File: config.mk
export PLATFORM = sky130hd
export DESIGN_NAME = gas_sensor_average_to_ppm
export DESIGN_NICKNAME = d
export VERILOG_FILES = /design/src/hdl/gsap_pkg.sv /design/src/hdl/gsap_ram.sv /design/src/hdl/gsap_mul.sv /design/src/hdl/gsap_div.sv /design/src/hdl/gsap_sqrt.sv /design/src/hdl/gas_sensor_average_to_ppm.sv
export SDC_FILE = /design/constraint.sdc
export NUM_CORES = 1
export LEC_CHECK = 0
export BUFFER_PORTS_ARGS = -buffer_cell sky130_fd_sc_hd__buf_2
export CORE_ASPECT_RATIO = 1.5
export CORE_MARGIN = 2
export CORE_UTILIZATION = 49
export CTS_CLUSTER_SIZE = 14
export DETAILED_ROUTE_END_ITERATION = 12
export PLACE_DENSITY = 0.66
export SETUP_SLACK_MARGIN = 0.02
export SLEW_MARGIN = 15
export SYNTH_ARGS = -nofsm -noshare
export SYNTH_HDL_FRONTEND = slang
export SYNTH_SLANG_ARGS = --single-unit
File: constraint.sdc
create_clock -name aclk -period 6.2 [get_ports aclk]
set_input_delay 0 -clock aclk [delete_from_list [all_inputs] [get_ports aclk]]
set_output_delay 0 -clock aclk [all_outputs]
set_load 0.01 [all_outputs]
File: src/hdl/gsap_pkg.sv
// Shared widths, constants and codes for the gas sensor averaging block.
// No dependencies; imported by every module of the block except gsap_ram.
package gsap_pkg;

    // Field widths
    localparam int ADC_W      = 12;
    localparam int MV_W       = 12;
    localparam int RS_W       = 25;
    localparam int PPM_W      = 16;
    localparam int RL_W       = 16;
    localparam int R0_W       = 16;
    localparam int TOTAL_W    = 20;
    localparam int CAL_CNT_W  = 8;
    localparam int CAL_TOT_W  = 33;

    // Serial arithmetic units
    localparam int DVD_W      = 33;
    localparam int DVS_W      = 25;
    localparam int MUL_A_W    = 17;
    localparam int MUL_B_W    = 16;
    localparam int MUL_P_W    = MUL_A_W + MUL_B_W;
    localparam int SQ_X_W     = 33;
    localparam int SQ_R_W     = (SQ_X_W + 1) / 2;

    // Stream and register port widths
    localparam int S_TDATA_W  = 16;
    localparam int M_TDATA_W  = 72;
    localparam int APB_ADDR_W = 3;
    localparam int APB_DATA_W = 32;

    // Default sizes
    localparam int FILTER_DEPTH_DEF = 16;
    localparam int CAL_SAMPLES_DEF  = 50;

    // Reset values
    localparam logic [RL_W-1:0] RL_RESET = 16'd2560;
    localparam logic [R0_W-1:0] R0_RESET = 16'd4992;

    // Conversion constants
    localparam logic [ADC_W-1:0]   ADC_FULL     = 12'd4095;
    localparam logic [ADC_W-1:0]   MV_SCALE     = 12'd3300;
    localparam logic [ADC_W-1:0]   FLOOR_CODE   = 12'd12;
    localparam logic [ADC_W-1:0]   FLOOR_FACTOR = 12'd329;
    localparam logic [MUL_A_W-1:0] Q_SCALE      = 17'd102400;
    localparam logic [SQ_R_W-1:0]  PPM_OFFSET   = 17'd320;

    // Opcodes
    localparam logic OP_MEASURE   = 1'b0;
    localparam logic OP_CALIBRATE = 1'b1;

    // Register index (word address bits of paddr)
    localparam logic [APB_ADDR_W-3:0] REG_LOAD_RES = '0;

endpackage

File: src/hdl/gsap_ram.sv
// Generic single-port-write, registered-read RAM.
// Depends on nothing; used for the sample ring.
module gsap_ram #(
    parameter int WIDTH = 12,
    parameter int DEPTH = 16
) (
    input  logic                  aclk,
    input  logic                  wr_en,
    input  logic [((DEPTH > 1) ? $clog2(DEPTH) : 1)-1:0] wr_addr,
    input  logic [WIDTH-1:0]      wr_data,
    input  logic                  rd_en,
    input  logic [((DEPTH > 1) ? $clog2(DEPTH) : 1)-1:0] rd_addr,
    output logic [WIDTH-1:0]      rd_data
);

    logic [WIDTH-1:0] mem [DEPTH];
    logic [WIDTH-1:0] rd_data_reg;

    always_ff @(posedge aclk) begin
        if (wr_en) begin
            mem[wr_addr] <= wr_data;
        end
        if (rd_en) begin
            rd_data_reg <= mem[rd_addr];
        end
    end

    assign rd_data = rd_data_reg;

endmodule

File: src/hdl/gsap_mul.sv
// Shift-add multiplier, one multiplier bit per cycle.
// Depends on gsap_pkg for operand widths.
module gsap_mul import gsap_pkg::*; (
    input  logic               aclk,
    input  logic               aresetn,
    input  logic               start,
    input  logic [MUL_A_W-1:0] mcand,
    input  logic [MUL_B_W-1:0] mplier,
    output logic               done,
    output logic [MUL_P_W-1:0] product
);

    localparam int CNT_W = $clog2(MUL_B_W + 1);

    logic [MUL_P_W-1:0] p_reg;
    logic [MUL_A_W-1:0] a_reg;
    logic [CNT_W-1:0]   cnt_reg;
    logic               done_reg;
    logic [MUL_A_W:0]   sum;

    // add the multiplicand when the current low bit is set, then shift right
    assign sum = {1'b0, p_reg[MUL_P_W-1:MUL_B_W]} + (p_reg[0] ? {1'b0, a_reg} : '0);

    always_ff @(posedge aclk) begin
        if (!aresetn) begin
            cnt_reg  <= '0;
            done_reg <= 1'b0;
        end else begin
            done_reg <= 1'b0;
            if (start) begin
                cnt_reg <= CNT_W'(MUL_B_W);
            end else if (cnt_reg != '0) begin
                cnt_reg <= cnt_reg - CNT_W'(1);
                if (cnt_reg == CNT_W'(1)) begin
                    done_reg <= 1'b1;
                end
            end
        end
    end

    always_ff @(posedge aclk) begin
        if (start) begin
            p_reg <= {{MUL_A_W{1'b0}}, mplier};
            a_reg <= mcand;
        end else if (cnt_reg != '0) begin
            p_reg <= {sum, p_reg[MUL_B_W-1:1]};
        end
    end

    assign done    = done_reg;
    assign product = p_reg;

endmodule

File: src/hdl/gsap_div.sv
// Restoring divider, one quotient bit per cycle.
// Depends on gsap_pkg for operand widths; shared by all divisions of the block.
module gsap_div import gsap_pkg::*; (
    input  logic             aclk,
    input  logic             aresetn,
    input  logic             start,
    input  logic [DVD_W-1:0] dividend,
    input  logic [DVS_W-1:0] divisor,
    output logic             done,
    output logic [DVD_W-1:0] quotient
);

    localparam int CNT_W = $clog2(DVD_W + 1);

    logic [DVD_W-1:0] quo_reg;
    logic [DVS_W-1:0] rem_reg;
    logic [DVS_W-1:0] dvs_reg;
    logic [CNT_W-1:0] cnt_reg;
    logic             done_reg;
    logic [DVS_W:0]   rem_shift;
    logic [DVS_W+1:0] diff;
    logic             fits;

    assign rem_shift = {rem_reg, quo_reg[DVD_W-1]};
    assign diff      = {1'b0, rem_shift} - {2'b00, dvs_reg};
    assign fits      = !diff[DVS_W+1];

    always_ff @(posedge aclk) begin
        if (!aresetn) begin
            cnt_reg  <= '0;
            done_reg <= 1'b0;
        end else begin
            done_reg <= 1'b0;
            if (start) begin
                cnt_reg <= CNT_W'(DVD_W);
            end else if (cnt_reg != '0) begin
                cnt_reg <= cnt_reg - CNT_W'(1);
                if (cnt_reg == CNT_W'(1)) begin
                    done_reg <= 1'b1;
                end
            end
        end
    end

    // dividend shifts out the top while quotient bits shift in at the bottom
    always_ff @(posedge aclk) begin
        if (start) begin
            quo_reg <= dividend;
            rem_reg <= '0;
            dvs_reg <= divisor;
        end else if (cnt_reg != '0) begin
            quo_reg <= {quo_reg[DVD_W-2:0], fits};
            rem_reg <= fits ? diff[DVS_W-1:0] : rem_shift[DVS_W-1:0];
        end
    end

    assign done     = done_reg;
    assign quotient = quo_reg;

endmodule

File: src/hdl/gsap_sqrt.sv
// Digit-by-digit integer square root, two radicand bits per cycle.
// Depends on gsap_pkg for operand widths.
module gsap_sqrt import gsap_pkg::*; (
    input  logic              aclk,
    input  logic              aresetn,
    input  logic              start,
    input  logic [SQ_X_W-1:0] radicand,
    output logic              done,
    output logic [SQ_R_W-1:0] root
);

    localparam int XP_W  = 2 * SQ_R_W;
    localparam int REM_W = SQ_R_W + 2;
    localparam int CNT_W = $clog2(SQ_R_W + 1);

    logic [XP_W-1:0]   x_reg;
    logic [SQ_R_W-1:0] root_reg;
    logic [REM_W-1:0]  rem_reg;
    logic [CNT_W-1:0]  cnt_reg;
    logic              done_reg;
    logic [REM_W+1:0]  rem_shift;
    logic [REM_W+1:0]  trial;
    logic [REM_W+2:0]  diff;
    logic              fits;

    assign rem_shift = {rem_reg, x_reg[XP_W-1 -: 2]};
    assign trial     = {2'b00, root_reg, 2'b01};
    assign diff      = {1'b0, rem_shift} - {1'b0, trial};
    assign fits      = !diff[REM_W+2];

    always_ff @(posedge aclk) begin
        if (!aresetn) begin
            cnt_reg  <= '0;
            done_reg <= 1'b0;
        end else begin
            done_reg <= 1'b0;
            if (start) begin
                cnt_reg <= CNT_W'(SQ_R_W);
            end else if (cnt_reg != '0) begin
                cnt_reg <= cnt_reg - CNT_W'(1);
                if (cnt_reg == CNT_W'(1)) begin
                    done_reg <= 1'b1;
                end
            end
        end
    end

    always_ff @(posedge aclk) begin
        if (start) begin
            x_reg    <= XP_W'(radicand);
            root_reg <= '0;
            rem_reg  <= '0;
        end else if (cnt_reg != '0) begin
            x_reg    <= {x_reg[XP_W-3:0], 2'b00};
            root_reg <= {root_reg[SQ_R_W-2:0], fits};
            rem_reg  <= fits ? diff[REM_W-1:0] : rem_shift[REM_W-1:0];
        end
    end

    assign done = done_reg;
    assign root = root_reg;

endmodule

File: src/hdl/gas_sensor_average_to_ppm.sv
// Gas sensor front end: moving average, millivolts, sensor resistance and ppm.
// Depends on gsap_pkg, gsap_ram, gsap_mul, gsap_div and gsap_sqrt.
//
// Input stream (s_t*): one beat per converter sample, adc_sample in s_tdata,
// opcode in s_tuser (measure or clean-air calibration). Output stream (m_t*):
// one beat per sample with the filtered reading, millivolts, Rs, ppm and flags.
// APB port: register 0 holds the load resistance RL (Q8.8 kOhm).
//
// Most of the time per sample goes to the serial divider, with one division
// each for the average, the millivolts, Rs (skipped at or below the 0.01 V
// floor), the clean-air R0 (only on the beat that completes calibration) and
// ppm (skipped when Rs is zero), plus up to three shift-add multiplies and a
// square root. One sample is processed at a time; the next input beat is
// taken as soon as the previous result sits in the output register.
// A stalled receiver holds the output beat; the block finishes the next sample
// and then waits for the output register to drain.
// Reset (aresetn low, synchronous) empties the averaging window, clears the
// calibration accumulator, restores RL and R0 to their defaults and drops
// m_tvalid. No clearing pass is needed.
module gas_sensor_average_to_ppm import gsap_pkg::*; #(
    parameter int FILTER_DEPTH = FILTER_DEPTH_DEF,
    parameter int CAL_SAMPLES  = CAL_SAMPLES_DEF
) (
    input  logic                  aclk,
    input  logic                  aresetn,
    // input stream
    input  logic                  s_tvalid,
    output logic                  s_tready,
    input  logic [S_TDATA_W-1:0]  s_tdata,   // [11:0] adc_sample
    input  logic [0:0]            s_tuser,   // [0] opcode
    // result stream
    output logic                  m_tvalid,
    input  logic                  m_tready,
    // [11:0] filtered_adc, [23:12] voltage_mv, [48:24] sensor_resistance,
    // [64:49] ppm_value, [65] ppm_saturated, [66] calibration_done
    output logic [M_TDATA_W-1:0]  m_tdata,
    // register port
    input  logic                  psel,
    input  logic                  penable,
    input  logic                  pwrite,
    input  logic [APB_ADDR_W-1:0] paddr,
    input  logic [APB_DATA_W-1:0] pwdata,
    output logic [APB_DATA_W-1:0] prdata,
    output logic                  pready
);

    localparam int PTR_W = (FILTER_DEPTH > 1) ? $clog2(FILTER_DEPTH) : 1;
    localparam int CNT_W = $clog2(FILTER_DEPTH + 1);

    typedef enum logic [12:0] {
        S_IDLE  = 13'b0000000000001,
        S_READ  = 13'b0000000000010,
        S_DFILT = 13'b0000000000100,
        S_MMV   = 13'b0000000001000,
        S_DMV   = 13'b0000000010000,
        S_MRS   = 13'b0000000100000,
        S_DRS   = 13'b0000001000000,
        S_CAL   = 13'b0000010000000,
        S_DCAL  = 13'b0000100000000,
        S_MQ    = 13'b0001000000000,
        S_DQ    = 13'b0010000000000,
        S_SQRT  = 13'b0100000000000,
        S_DONE  = 13'b1000000000000
    } state_t;

    state_t                 state_reg, state_next;
    logic [TOTAL_W-1:0]     total_reg, total_next;
    logic [PTR_W-1:0]       wp_reg, wp_next;
    logic                   full_reg, full_next;
    logic [CAL_CNT_W-1:0]   cal_cnt_reg, cal_cnt_next;
    logic [CAL_TOT_W-1:0]   cal_tot_reg, cal_tot_next;
    logic [R0_W-1:0]        r0_reg, r0_next;
    logic [RL_W-1:0]        rl_reg;
    logic                   m_valid_reg, m_valid_next;

    logic                   op_reg, op_next;
    logic [ADC_W-1:0]       adc_reg, adc_next;
    logic [ADC_W-1:0]       filt_reg, filt_next;
    logic [MV_W-1:0]        mv_reg, mv_next;
    logic [RS_W-1:0]        rs_reg, rs_next;
    logic [PPM_W-1:0]       ppm_reg, ppm_next;
    logic                   sat_reg, sat_next;
    logic                   cdone_reg, cdone_next;
    logic [M_TDATA_W-1:0]   m_data_reg, m_data_next;

    logic                   s_accept;
    logic                   wp_last;
    logic [CNT_W-1:0]       fill_cnt;
    logic                   floor_hit;
    logic                   rs_zero;
    logic [CAL_TOT_W-1:0]   cal_sum;
    logic [CAL_CNT_W-1:0]   cal_inc;
    logic                   cal_hit;
    logic [R0_W-1:0]        r0_mean;
    logic [SQ_R_W-1:0]      ppm_diff;

    logic                   ram_wr;
    logic [ADC_W-1:0]       ram_rdata;

    logic                   div_start, div_done;
    logic [DVD_W-1:0]       div_dvd, div_quo;
    logic [DVS_W-1:0]       div_dvs;
    logic                   mul_start, mul_done;
    logic [MUL_A_W-1:0]     mul_a;
    logic [MUL_B_W-1:0]     mul_b;
    logic [MUL_P_W-1:0]     mul_prod;
    logic                   sqrt_start, sqrt_done;
    logic [SQ_X_W-1:0]      sqrt_x;
    logic [SQ_R_W-1:0]      sqrt_root;

    logic                   cfg_wr;

    // ---------------------------------------------------------------- units
    gsap_ram #(
        .WIDTH (ADC_W),
        .DEPTH (FILTER_DEPTH)
    ) u_ring (
        .aclk    (aclk),
        .wr_en   (ram_wr),
        .wr_addr (wp_reg),
        .wr_data (adc_reg),
        .rd_en   (s_accept),
        .rd_addr (wp_reg),
        .rd_data (ram_rdata)
    );

    gsap_div u_div (
        .aclk     (aclk),
        .aresetn  (aresetn),
        .start    (div_start),
        .dividend (div_dvd),
        .divisor  (div_dvs),
        .done     (div_done),
        .quotient (div_quo)
    );

    gsap_mul u_mul (
        .aclk    (aclk),
        .aresetn (aresetn),
        .start   (mul_start),
        .mcand   (mul_a),
        .mplier  (mul_b),
        .done    (mul_done),
        .product (mul_prod)
    );

    gsap_sqrt u_sqrt (
        .aclk     (aclk),
        .aresetn  (aresetn),
        .start    (sqrt_start),
        .radicand (sqrt_x),
        .done     (sqrt_done),
        .root     (sqrt_root)
    );

    // ---------------------------------------------------------- register port
    assign pready = 1'b1;
    assign cfg_wr = psel && penable && pwrite && pready;
    assign prdata = (paddr[APB_ADDR_W-1:2] == REG_LOAD_RES) ?
                    APB_DATA_W'(rl_reg) : '0;

    // ------------------------------------------------------------- datapath
    assign s_accept  = s_tvalid && s_tready;
    assign s_tready  = (state_reg == S_IDLE);
    assign wp_last   = (wp_reg == PTR_W'(FILTER_DEPTH - 1));
    assign fill_cnt  = (full_reg || wp_last) ? CNT_W'(FILTER_DEPTH)
                                             : CNT_W'(wp_reg) + CNT_W'(1);
    assign floor_hit = (filt_reg <= FLOOR_CODE);
    assign rs_zero   = (rs_reg == '0);
    assign cal_sum   = cal_tot_reg + CAL_TOT_W'(rs_reg);
    assign cal_inc   = cal_cnt_reg + CAL_CNT_W'(1);
    assign cal_hit   = (cal_inc >= CAL_CNT_W'(CAL_SAMPLES));
    assign r0_mean   = (|div_quo[DVD_W-1:R0_W]) ? '1 : div_quo[R0_W-1:0];
    assign ppm_diff  = sqrt_root - PPM_OFFSET;

    always_comb begin
        state_next   = state_reg;
        total_next   = total_reg;
        wp_next      = wp_reg;
        full_next    = full_reg;
        cal_cnt_next = cal_cnt_reg;
        cal_tot_next = cal_tot_reg;
        r0_next      = r0_reg;
        m_valid_next = m_valid_reg;
        op_next      = op_reg;
        adc_next     = adc_reg;
        filt_next    = filt_reg;
        mv_next      = mv_reg;
        rs_next      = rs_reg;
        ppm_next     = ppm_reg;
        sat_next     = sat_reg;
        cdone_next   = cdone_reg;
        m_data_next  = m_data_reg;
        ram_wr       = 1'b0;
        div_start    = 1'b0;
        div_dvd      = '0;
        div_dvs      = '0;
        mul_start    = 1'b0;
        mul_a        = '0;
        mul_b        = '0;
        sqrt_start   = 1'b0;
        sqrt_x       = '0;

        if (m_valid_reg && m_tready) begin
            m_valid_next = 1'b0;
        end

        unique case (state_reg)
            S_IDLE: begin
                if (s_accept) begin
                    op_next    = s_tuser[0];
                    adc_next   = s_tdata[ADC_W-1:0];
                    state_next = S_READ;
                end
            end
            S_READ: begin
                // drop the oldest sample once the window is full
                total_next = total_reg - (full_reg ? TOTAL_W'(ram_rdata) : '0)
                             + TOTAL_W'(adc_reg);
                ram_wr     = 1'b1;
                if (wp_last) begin
                    wp_next   = '0;
                    full_next = 1'b1;
                end else begin
                    wp_next   = wp_reg + PTR_W'(1);
                end
                div_start  = 1'b1;
                div_dvd    = DVD_W'(total_next);
                div_dvs    = DVS_W'(fill_cnt);
                state_next = S_DFILT;
            end
            S_DFILT: begin
                if (div_done) begin
                    filt_next  = div_quo[ADC_W-1:0];
                    mul_start  = 1'b1;
                    mul_a      = MUL_A_W'(div_quo[ADC_W-1:0]);
                    mul_b      = MUL_B_W'(MV_SCALE);
                    state_next = S_MMV;
                end
            end
            S_MMV: begin
                if (mul_done) begin
                    div_start  = 1'b1;
                    div_dvd    = DVD_W'(mul_prod);
                    div_dvs    = DVS_W'(ADC_FULL);
                    state_next = S_DMV;
                end
            end
            S_DMV: begin
                if (div_done) begin
                    mv_next    = div_quo[MV_W-1:0];
                    mul_start  = 1'b1;
                    mul_a      = MUL_A_W'(rl_reg);
                    mul_b      = floor_hit ? MUL_B_W'(FLOOR_FACTOR)
                                           : MUL_B_W'(ADC_FULL - filt_reg);
                    state_next = S_MRS;
                end
            end
            S_MRS: begin
                if (mul_done) begin
                    if (floor_hit) begin
                        rs_next    = mul_prod[RS_W-1:0];
                        state_next = S_CAL;
                    end else begin
                        div_start  = 1'b1;
                        div_dvd    = DVD_W'(mul_prod);
                        div_dvs    = DVS_W'(filt_reg);
                        state_next = S_DRS;
                    end
                end
            end
            S_DRS: begin
                if (div_done) begin
                    rs_next    = div_quo[RS_W-1:0];
                    state_next = S_CAL;
                end
            end
            S_CAL: begin
                cdone_next = 1'b0;
                priority if (op_reg == OP_CALIBRATE && cal_hit) begin
                    cal_tot_next = '0;
                    cal_cnt_next = '0;
                    cdone_next   = 1'b1;
                    div_start    = 1'b1;
                    div_dvd      = DVD_W'(cal_sum);
                    div_dvs      = DVS_W'(CAL_SAMPLES);
                    state_next   = S_DCAL;
                end else begin
                    if (op_reg == OP_CALIBRATE) begin
                        cal_tot_next = cal_sum;
                        cal_cnt_next = cal_inc;
                    end
                    if (rs_zero) begin
                        ppm_next   = '1;
                        sat_next   = 1'b1;
                        state_next = S_DONE;
                    end else begin
                        mul_start  = 1'b1;
                        mul_a      = Q_SCALE;
                        mul_b      = MUL_B_W'(r0_reg);
                        state_next = S_MQ;
                    end
                end
            end
            S_DCAL: begin
                if (div_done) begin
                    r0_next = r0_mean;
                    if (rs_zero) begin
                        ppm_next   = '1;
                        sat_next   = 1'b1;
                        state_next = S_DONE;
                    end else begin
                        mul_start  = 1'b1;
                        mul_a      = Q_SCALE;
                        mul_b      = MUL_B_W'(r0_mean);
                        state_next = S_MQ;
                    end
                end
            end
            S_MQ: begin
                if (mul_done) begin
                    div_start  = 1'b1;
                    div_dvd    = DVD_W'(mul_prod);
                    div_dvs    = rs_reg;
                    state_next = S_DQ;
                end
            end
            S_DQ: begin
                if (div_done) begin
                    sqrt_start = 1'b1;
                    sqrt_x     = SQ_X_W'(div_quo);
                    state_next = S_SQRT;
                end
            end
            S_SQRT: begin
                if (sqrt_done) begin
                    priority if (sqrt_root <= PPM_OFFSET) begin
                        ppm_next = '0;
                        sat_next = 1'b0;
                    end else if (|ppm_diff[SQ_R_W-1:PPM_W]) begin
                        ppm_next = '1;
                        sat_next = 1'b1;
                    end else begin
                        ppm_next = ppm_diff[PPM_W-1:0];
                        sat_next = 1'b0;
                    end
                    state_next = S_DONE;
                end
            end
            S_DONE: begin
                // hold until the output register is free
                if (!m_valid_reg || m_tready) begin
                    m_data_next  = {5'b00000, cdone_reg, sat_reg, ppm_reg, rs_reg,
                                    mv_reg, filt_reg};
                    m_valid_next = 1'b1;
                    state_next   = S_IDLE;
                end
            end
            default: begin
                state_next = S_IDLE;
            end
        endcase
    end

    always_ff @(posedge aclk) begin
        if (!aresetn) begin
            state_reg   <= S_IDLE;
            total_reg   <= '0;
            wp_reg      <= '0;
            full_reg    <= 1'b0;
            cal_cnt_reg <= '0;
            cal_tot_reg <= '0;
            r0_reg      <= R0_RESET;
            rl_reg      <= RL_RESET;
            m_valid_reg <= 1'b0;
        end else begin
            state_reg   <= state_next;
            total_reg   <= total_next;
            wp_reg      <= wp_next;
            full_reg    <= full_next;
            cal_cnt_reg <= cal_cnt_next;
            cal_tot_reg <= cal_tot_next;
            r0_reg      <= r0_next;
            m_valid_reg <= m_valid_next;
            if (cfg_wr && paddr[APB_ADDR_W-1:2] == REG_LOAD_RES) begin
                rl_reg <= pwdata[RL_W-1:0];
            end
        end
    end

    always_ff @(posedge aclk) begin
        op_reg     <= op_next;
        adc_reg    <= adc_next;
        filt_reg   <= filt_next;
        mv_reg     <= mv_next;
        rs_reg     <= rs_next;
        ppm_reg    <= ppm_next;
        sat_reg    <= sat_next;
        cdone_reg  <= cdone_next;
        m_data_reg <= m_data_next;
    end

    assign m_tvalid = m_valid_reg;
    assign m_tdata  = m_data_reg;

`ifndef NO_ASSERTIONS
    ap_accept_starts: assert property (@(posedge aclk) disable iff (!aresetn)
        s_tvalid && s_tready |=> state_reg == S_READ)
        else $error("accepted beat did not start the ring update");

    ap_wp_range: assert property (@(posedge aclk) disable iff (!aresetn)
        wp_reg <= PTR_W'(FILTER_DEPTH - 1))
        else $error("ring write pointer out of range");

    ap_cal_range: assert property (@(posedge aclk) disable iff (!aresetn)
        cal_cnt_reg < CAL_CNT_W'(CAL_SAMPLES))
        else $error("calibration count passed its limit");

    ap_out_from_done: assert property (@(posedge aclk) disable iff (!aresetn)
        $rose(m_valid_reg) |-> $past(state_reg == S_DONE))
        else $error("output beat raised outside the delivery state");

    ap_sat_value: assert property (@(posedge aclk) disable iff (!aresetn)
        m_valid_reg && m_data_reg[65] |-> m_data_reg[64:49] == '1)
        else $error("saturated ppm not at full scale");
`endif

endmodule

---- Word level (Yosys, flattened, before mapping) ----
Memory sizes are Yosys's and may differ from the RTL's. A register that Yosys moved wholly into a read port is not among the register bits.
Index checks and enable logic that the tools add are counted.
cells by class
  add/sub/neg operators ................... 14
  order comparisons ....................... 3
  eq/ne operators ......................... 30
  multiplexer cells ....................... 104
  bitwise logic cells ..................... 5
  reduce and logical (&&, ||, !) cells .... 40
operators with widths
  operator            number
  $mux 33             12
  $mux 16             17
  $mux 13             13
  $pmux 13 s13        1
  $pmux 33 s4         1
  $mux 25             5
  $pmux 25 s5         1
  $mux 12             6
  $mux 17             4
  $pmux 17 s4         1
  $pmux 16 s4         1
  $pmux 25 s2         1
  $pmux 16 s3         1
  $add 33x25->33      1
  $sub 26x25->27      1
  $logic_not 25->1    1
  $mux 5              5
  $mux 1              24
  $mux 8              3
  $sub 21x19->22      1
  $add 20x12->20      1
  $ne 2x1->1 const B  10
  $sub 20x12->20      1
  $mux 19             1
  other kinds (46)    83
word-level totals
  register bits ........................... 481
  bits in writable memories ............... 192
  input bits .............................. 59
  output and inout port bits .............. 107
  logic and storage cells ................. 234
  memories kept ........................... 1
memories
  name        depth  bits a word  rd ports  clocked after memory_dff  write ports  line            text
  u_ring.mem  16     12           1         1                         1            gsap_ram.sv:16  logic [WIDTH-1:0] mem [DEPTH];

---- Longest topological paths before layout ----
Gate-level depths: netlist of the first run.
  word-level depth ........................ 6
  mapped depth ............................ 15
  gate-level depth less buffers ........... 14

---- Cells and area by module ----
A second synthesis of the first run with hierarchy kept.
second synthesis, totals
  cells, all modules ...................... 3,066
  area total of the unflattened synthesis .. 34,033.9 µm²
modules (own cells, without submodules)
  module                     instances  cells an instance  area an instance (µm²)  seq. area each (µm²)
  gas_sensor_average_to_ppm  1          1,559              14,267.4                6,656.4
  gsap_ram                   1          329                7,719.9                 6,125.9
  gsap_div                   1          461                4,885.9                 2,382.3
  gsap_sqrt                  1          431                4,068.9                 1,851.8
  gsap_mul                   1          286                3,091.7                 1,451.4

---- Worst setup path before layout of the first run ----
No wires, ideal clock.
  path type ............................... register to register
  start point ............................. reg state_reg[4]
  end point ............................... reg m_data_reg[0] (netlist: m_tdata[0]) (enable)
  library setup time ...................... 0.500 ns
  data arrival time ....................... 4.240 ns
  required time ........................... 5.700 ns
  path slack .............................. 1.459 ns
  cell stages (with the launch flop) ...... 6
  buffers on the path ..................... 1
  clock period less this slack ............ 4.741 ns
  path through ............................ dfxtp_1 > buf_2 > nor4_4 > and3_1 > and3_1 > nor2b_1
on the way
  word-level cells in the longest chain between the ends .. 2
ends and longest elaborated chain
  element                            line                              text
  from (decl)                        gas_sensor_average_to_ppm.sv:66   state_t state_reg, state_next;
  from (signal assigned)             gas_sensor_average_to_ppm.sv:377  state_reg <= state_next;
  $eq 13x13->1                       gas_sensor_average_to_ppm.sv:208  unique case (state_reg)
  $reduce_and 2->1 (no source line)  n/a
  to (signal assigned)               gas_sensor_average_to_ppm.sv:400  m_data_reg <= m_data_next;
  to (decl)                          gas_sensor_average_to_ppm.sv:84   logic [M_TDATA_W-1:0] m_data_reg, m_data_next;
No other way between the ends.
A chain may end at the register's enable or synchronous reset.

---- Worst setup path after layout of the first run ----
  start point ............................. reg state_reg[8]
  end point ............................... reg u_div.quo_reg[6] (netlist: u_div.quotient[6]) (data pin)
on the way
  word-level cells in the longest chain between the ends .. 4
  elaborated cells between the ends (all ways) .. 9
  classes of those cells .................. eq/ne (5); mux (3); reduce/logical (1)
ends and longest elaborated chain
  element                                      line                              text
  $eq 13x10->1 or $eq 13x4->1 (tied branches)  gas_sensor_average_to_ppm.sv:208
  $reduce_or 2->1 (no source line)             n/a
  $pmux 33 s4 or $pmux 1 s4 (tied branches)    gas_sensor_average_to_ppm.sv:208
  $mux 33 *                                    gsap_div.sv:47                    if (start) begin
  to (signal assigned)                         gsap_div.sv:48                    quo_reg <= dividend;
  to (signal assigned)                         gsap_div.sv:52                    quo_reg <= {quo_reg[DVD_W-2:0], fits};
  to (decl)                                    gsap_div.sv:15                    logic [DVD_W-1:0] quo_reg;
Every way passes the cells marked *; elsewhere a longest branch is shown, timed or not.

==> impl_metrics.json, run 1 <==
{
  "setup.reg_to_reg.worst_slack_ns": 2.13,
  "finalSetupViolations": 0,
  "max_ffs_per_register": 192,
  "cts_tree": "done",
  "route.vias.total": 24510,
  "yosys_register_bits": 685,
  "clk_transition_reported_paths_ns": 0.06,
  "grt_pass1_wl_um": 143400,
  "post-dp-hpwl_um": 65260,
  "synth_area_per_cell_um2": 11.16,
  "drt-initial-drc-count": 2047,
  "synthFlopType": "sky130_fd_sc_hd__edfxtp_1",
  "fin_worst_skew_ns": 0.02846,
  "setup_total_negative_slack_ns": 0,
  "crit_path_max_incr_delay_ns": 0.57,
  "path_common_cell": "sky130_fd_sc_hd__buf_4",
  "post-route-drc-count": 0,
  "core.rowCount": 117,
  "syn_to_final_growth_pct": 11.67,
  "port_buffers": 121,
  "path_max_fanout": 49,
  "globalRouteTotalUtil_pct": 26.76,
  "dr.pass1.iters": 6,
  "worst_ir_drop_vdd_mv": 0.4330,
  "worstHoldPathType": "input pin to flop",
  "gpl.final_weighted_congestion": 0.9246,
  "floorplan.die.width_um": 217.7,
  "clock_latency_late_sink_ns": 0.63,
  "slew-limit-headroom_pct": 18.20,
  "totalPowerFinal_mw": 16.63,
  "die_area_mm2": 0.07064,
  "async_reset_ff_share_pct": 0,
  "drive_gt1_share_pct": 12.07,
  "layout.cells.most_common": "sky130_fd_sc_hd__edfxtp_1",
  "synth_seq_area_share_pct": 55.03,
  "grt-ovfl-total": 0,
  "worst_r2r_path_depth": 11,
  "antenna_violations_before_repair": 1,
  "final_net_count": 3325,
  "timing.final.hold_violations": 0,
  "fp.coreArea_mm2": 0.06778,
  "grt_max_degree": 56,
  "worst-slew-pin-transition_ns": 1.225,
  "final_min_period_over_clock_period_pct": 65.61,
  "clk_path_buf_depth": 3,
  "path_class": "flop to flop",
  "synth.distinct_cells": 93,
  "insertedDiodeCount": 0,
  "final_hold_slack_ns": 0.03325,
  "synth_enable_flop_cells": 475,
  "netlist_instances": 3008,
  "totalWireLength_um": 94720,
  "syn_std_cell_area_mm2": 0.03356,
  "viasPerCell": 6.018,
  "power.leakage_nw": 14.06,
  "kind_of_start_point_of_the_critical_path": "flop",
  "synth.yosys.warnings": 0,
  "initial_core_util_pct": 49.51,
  "crit_slowest_cell": "sky130_fd_sc_hd__buf_4",
  "max_freq_mhz": 245.8,
  "crit_path_cell_trace": "nor2_1 > nand3_4 > nor4_4 > nand2_1 > nor2_2 > buf_4 > nor3_4 > inv_2 > buf_4 > o2111ai_1 > o21a_1",
  "power_density_mw_per_mm2": 443.7,
  "clock_root_buffer": "sky130_fd_sc_hd__clkbuf_16",
  "h_tree_level_count": 3,
  "number_of_fill_cells": 5771,
  "whs_path_depth": 4,
  "routedWlPerCell_um": 23.26,
  "maxCapViolCount": 0,
  "postCtsSetupBuffers": 0,
  "cts_sinks": 685,
  "design.portCount": 166,
  "chip_height_um": 324.5,
  "drtAntennaViolNets": 0,
  "run_status": "finished, final reports clean",
  "cts_inserted_buffers": 69,
  "layout_common_cells": "sky130_fd_sc_hd__edfxtp_1, sky130_fd_sc_hd__nand2_1, sky130_fd_sc_hd__nor2_1",
  "worstPathArrival_ns": 4.44,
  "period_needed_ns": 4.068,
  "endpoint_required_time_on_the_critical_path_ns": 6.58,
  "grt_setup_unrepaired": "no",
  "vias_in_the_first_global_route": 24790,
  "worstSetupEndpointType": "flop",
  "timing.final.max_slew_violations": 0
}
## critical path, delay by kind of cell (launching register included)
family | cells | cell delay [ns]
simple gates | 6 | 2.02
flops | 1 | 0.39
buf+inv | 3 | 0.99
compound gates | 2 | 0.35
## cell type report
class / count / area (um^2) / area share [%]
Clock buffer: 90 / 1878 / 5.011
Tap cell: 892 / 1116 / 2.978
Timing Repair Buffer: 191 / 1231 / 3.285
Inverter: 152 / 571.8 / 1.526
Multi-Input combinational cell: 2030 / 13870 / 37.00
Clock inverter: 33 / 339.1 / 0.9048
Sequential cell: 685 / 18470 / 49.29
## synth_stat cells, types with 8 or more instances
master | n | share of area (%)
sky130_fd_sc_hd__buf_4 | 25 | 0.56
sky130_fd_sc_hd__a221o_1 | 14 | 0.42
sky130_fd_sc_hd__nor3_1 | 53 | 0.79
sky130_fd_sc_hd__and2_1 | 61 | 1.1
sky130_fd_sc_hd__or3_1 | 15 | 0.28
sky130_fd_sc_hd__nand3_1 | 82 | 1.2
sky130_fd_sc_hd__a21o_1 | 38 | 0.85
sky130_fd_sc_hd__a31oi_1 | 24 | 0.45
sky130_fd_sc_hd__nor2b_1 | 35 | 0.65
sky130_fd_sc_hd__nand2_1 | 350 | 3.9
sky130_fd_sc_hd__a211oi_1 | 41 | 0.92
sky130_fd_sc_hd__o21a_1 | 31 | 0.69
sky130_fd_sc_hd__o2111ai_1 | 8 | 0.21
sky130_fd_sc_hd__ha_1 | 122 | 4.5
sky130_fd_sc_hd__inv_1 | 148 | 1.7
sky130_fd_sc_hd__and4_1 | 8 | 0.21
sky130_fd_sc_hd__mux4_2 | 60 | 4.0
sky130_fd_sc_hd__o21ai_0 | 130 | 1.9
sky130_fd_sc_hd__xor2_1 | 27 | 0.70
sky130_fd_sc_hd__a21oi_1 | 211 | 3.1
sky130_fd_sc_hd__nor2_1 | 224 | 2.5
sky130_fd_sc_hd__o31ai_1 | 9 | 0.20
sky130_fd_sc_hd__fa_1 | 15 | 0.89
sky130_fd_sc_hd__buf_2 | 19 | 0.28
sky130_fd_sc_hd__edfxtp_1 | 475 | 43
sky130_fd_sc_hd__and3_1 | 35 | 0.65
sky130_fd_sc_hd__o211ai_1 | 24 | 0.54
sky130_fd_sc_hd__nand4_1 | 23 | 0.43
sky130_fd_sc_hd__nor4_1 | 25 | 0.47
sky130_fd_sc_hd__nand2b_1 | 14 | 0.26
sky130_fd_sc_hd__xnor2_1 | 74 | 1.9
sky130_fd_sc_hd__dfxtp_1 | 210 | 13
sky130_fd_sc_hd__or4_1 | 14 | 0.31
sky130_fd_sc_hd__a22oi_1 | 25 | 0.56
sky130_fd_sc_hd__o21bai_1 | 8 | 0.18
sky130_fd_sc_hd__a22o_1 | 14 | 0.37
sky130_fd_sc_hd__mux2_2 | 26 | 0.87
sky130_fd_sc_hd__mux2i_1 | 20 | 0.60
sky130_fd_sc_hd__clkbuf_1 | 103 | 1.2
## worst paths after layout
check	startpoint	to
hold reg to reg	ppm_reg[7]$_SDFFCE_PN1P_	m_tdata[56]$_DFFE_PP_
hold / removal	penable	rl_reg[12]$_SDFFE_PN0P_
setup / recovery	state_reg[8]$_SDFFE_PN0P_	u_div.quotient[6]$_DFFE_PP_
setup reg to reg	state_reg[8]$_SDFFE_PN0P_	u_div.quotient[6]$_DFFE_PP_
## power breakdown
group,total (mW),internal (mW),switching [mW]
sequential,6.73,5.91,0.816
clock,4.16,2.36,1.80
combinational,5.74,2.38,3.36
## logic make-up after synthesis
family | synth area share [%]
XOR/XNOR | 2.636
flip-flops | 55.03
multiplexers | 5.495
other | 0.02238
AO/OA/AOI/OAI | 13.19
AND/OR/NAND/NOR | 14.19
adder cells (fa/ha/maj) | 5.443
buffers and inverters | 4.000
## per-stage QoR
step	util, %	cell area, um^2	std cells	setup WS, ns
after global placement	51.48	34890	3914	2.265
final	55.29	37480	4073	2.132
after floorplan	-	33630	3028	1.459
after detailed placement	51.48	34890	3914	2.207
after global routing	55.29	37480	4073	1.920
after CTS	55.26	37460	4072	2.192
## what timing repair did
item	in CTS	in global routing
endpoints found under the hold margin	36	0
hold buffers	35	0
gates resized for setup	0	0
## per-layer routing
layer / track usage [%] / vias up / wire length, um
met1: 29.00 / 11980 / 33880
met2: 47.56 / 916 / 48670
met4: 19.28 / 0 / 7389
met3: 3.577 / 317 / 4782
li1: - / 11300 / -
met5: 0 / - / 0
Note: power is estimated with default switching activity, not from simulation.
==> run 2, diff against run 1 <==
clock period = 4 ns   (was 6.2 ns; I/O delays follow)
==> run 2 against run 1 <==
Effect of this change:
- non-clock buffer count is 91 higher
- core utilization is 1.2 points higher
- highest routed layer unchanged
- routed wire length is 1.8% higher
- via count is 1.5% higher
- largest cell class unchanged
- first-iteration DRC count is 4.0% lower
- largest power group unchanged
- power is 56% higher
==> impl_metrics.json, run 2 (synthesized netlist as in run 1, its figures left out) <==
{
  "worstHoldPathType": "input pin to flop",
  "fin_worst_skew_ns": 0.03480,
  "slew-limit-headroom_pct": 23.38,
  "worstPathArrival_ns": 3.93,
  "h_tree_level_count": 3,
  "route.vias.total": 24880,
  "dpl.cell_count": 3985,
  "path_common_cell": "sky130_fd_sc_hd__o21ai_0",
  "setup_total_negative_slack_ns": 0,
  "wl_met3_um": 4943,
  "post-route-drc-count": 0,
  "core.rowCount": 117,
  "timing.final.hold_violations": 0,
  "number_of_fill_cells": 5643,
  "grt_max_degree": 50,
  "die_area_mm2": 0.07064,
  "antenna_violations_before_repair": 1,
  "path_max_fanout": 9,
  "p_clk_share_pct": 24.7,
  "design.portCount": 166,
  "cts_tree": "done",
  "clock_latency_late_sink_ns": 0.65,
  "worst_path_dominant_cell_family": "compound AO/OA/AOI/OAI gates",
  "clk_path_buf_depth": 3,
  "period_needed_ns": 3.581,
  "drtAntennaViolNets": 0,
  "power_density_mw_per_mm2": 678.7,
  "power.share.switching_pct": 36.16,
  "final_net_count": 3415,
  "crit_path_max_incr_delay_ns": 0.57,
  "totalPowerFinal_mw": 25.97,
  "post-dp-hpwl_um": 69200,
  "clk_transition_reported_paths_ns": 0.07,
  "cts_inserted_buffers": 68,
  "gpl.final_weighted_congestion": 0.9508,
  "switching_power_mw": 9.391,
  "floorplan.die.width_um": 217.7,
  "run_status": "finished, final reports clean",
  "kind_of_start_point_of_the_critical_path": "flop",
  "highest_layer": "met4",
  "finalSetupViolations": 0,
  "layout_common_cells": "sky130_fd_sc_hd__edfxtp_1, sky130_fd_sc_hd__nand2_1, sky130_fd_sc_hd__nor2_1",
  "fp.coreArea_mm2": 0.06778,
  "syn_to_final_growth_pct": 14.01,
  "grt_setup_unrepaired": "no",
  "routedLengthMet1_um": 34400,
  "clock_root_buffer": "sky130_fd_sc_hd__clkbuf_16",
  "final_hold_slack_ns": 0.08634,
  "totalWireLength_um": 96410,
  "power.share.sequential_pct": 39.9,
  "crit_path_cell_trace": "ha_1 > or4_1 > o2111a_1 > o21ai_0 > o211ai_2 > nand3_1 > xor2_1 > o21ai_0",
  "crit_slowest_cell": "sky130_fd_sc_hd__edfxtp_1",
  "insertedDiodeCount": 0,
  "met2_wirelength_um": 49360,
  "cts_sinks": 685,
  "timing.final.max_slew_violations": 0,
  "grt-ovfl-total": 0,
  "routedWlPerCell_um": 23.15,
  "power.leakage_nw": 14.57,
  "worst_ir_drop_vdd_mv": 0.4846,
  "worst-slew-pin-transition_ns": 1.148,
  "initial_core_util_pct": 49.51,
  "endpoint_required_time_on_the_critical_path_ns": 4.35,
  "finalNonFillerCells": 4165,
  "max_ffs_per_register": 192,
  "path_class": "flop to flop",
  "max_freq_mhz": 279.2,
  "p_comb_share_pct": 35.4,
  "drt-initial-drc-count": 1965,
  "chip_height_um": 324.5,
  "final_min_period_over_clock_period_pct": 89.53,
  "grt_pass1_wl_um": 146800,
  "port_buffers": 121,
  "drive_gt1_share_pct": 14.27,
  "dr.pass1.iters": 5,
  "vias_in_the_first_global_route": 24940,
  "internal_cell_power_mw": 16.58,
  "maxCapViolCount": 0,
  "worst-path-buf-inv": 0,
  "viasPerCell": 5.973,
  "layout.cells.most_common": "sky130_fd_sc_hd__edfxtp_1",
  "globalRouteTotalUtil_pct": 27.38,
  "worstSetupEndpointType": "flop",
  "setup.reg_to_reg.worst_slack_ns": 0.42
}
run 2: changes by cell type in the layout (fill, tap and decap cells not counted), moves of 3 or more:
cell                            delta
sky130_fd_sc_hd__buf_12            +3
sky130_fd_sc_hd__buf_4            +72
sky130_fd_sc_hd__clkbuf_1          -3
sky130_fd_sc_hd__clkbuf_8          +4
sky130_fd_sc_hd__clkinv_2          +3
sky130_fd_sc_hd__dlygate4sd3_1    +16
run 2: area by class of cell:
cell class / instances / area [um^2] / area share, %
Clock buffer: 90 / 1897 / 4.957
Multi-Input combinational cell: 2030 / 13870 / 36.26
Sequential cell: 685 / 18470 / 48.28
Timing Repair Buffer: 282 / 1992 / 5.206
Clock inverter: 34 / 339.1 / 0.8862
Tap cell: 892 / 1116 / 2.917
Inverter: 152 / 571.8 / 1.494
run 2: worst paths after layout:
kind | cells past startpoint | startpoint | end
worst max register to register | 8 | rs_reg[5]$_DFFE_PP_ | u_div.quotient[30]$_DFFE_PP_
worst min register to register | 0 | mv_reg[2]$_DFFE_PP_ | m_tdata[14]$_DFFE_PP_
worst min-delay path | 2 | s_tdata[7] | adc_reg[7]$_DFFE_PP_
worst max-delay path | 8 | rs_reg[5]$_DFFE_PP_ | u_div.quotient[30]$_DFFE_PP_
run 2: repair_timing:
action,in CTS,in global routing
setup buffers,0,5
gates resized for setup,0,2
endpoints found under the setup margin,0,2
hold endpoints to repair,39,0
hold buffers,51,0
run 2: power by group through the flow:
stage	clock (mW)	sequential (mW)	combinational, mW
CTS	6.55	10.3	9.13
detailed placement	0	10.5	9.04
finish	6.42	10.4	9.19
global placement	0	10.4	8.70
global route	6.81	10.5	10.3
floorplan	0	9.90	6.93
run 2: metrics by stage:
step / utilization [%] / area, um^2 / setup WS, ns
2_1_floorplan: - / 33640 / 0.5464
3_3_place_gp: 52.33 / 35470 / 0.3583
3_5_place_dp: 52.33 / 35470 / 0.3312
4_1_cts: 56.38 / 38220 / 0.2861
5_1_grt: 56.45 / 38260 / 0.06521
6_report: 56.45 / 38260 / 0.4187
run 2: metal layers:
layer / up-vias / global-route usage (%)
met5: - / 0
met4: 0 / 19.76
met3: 304 / 3.109
met2: 911 / 48.66
met1: 12170 / 30.03
li1: 11490 / -
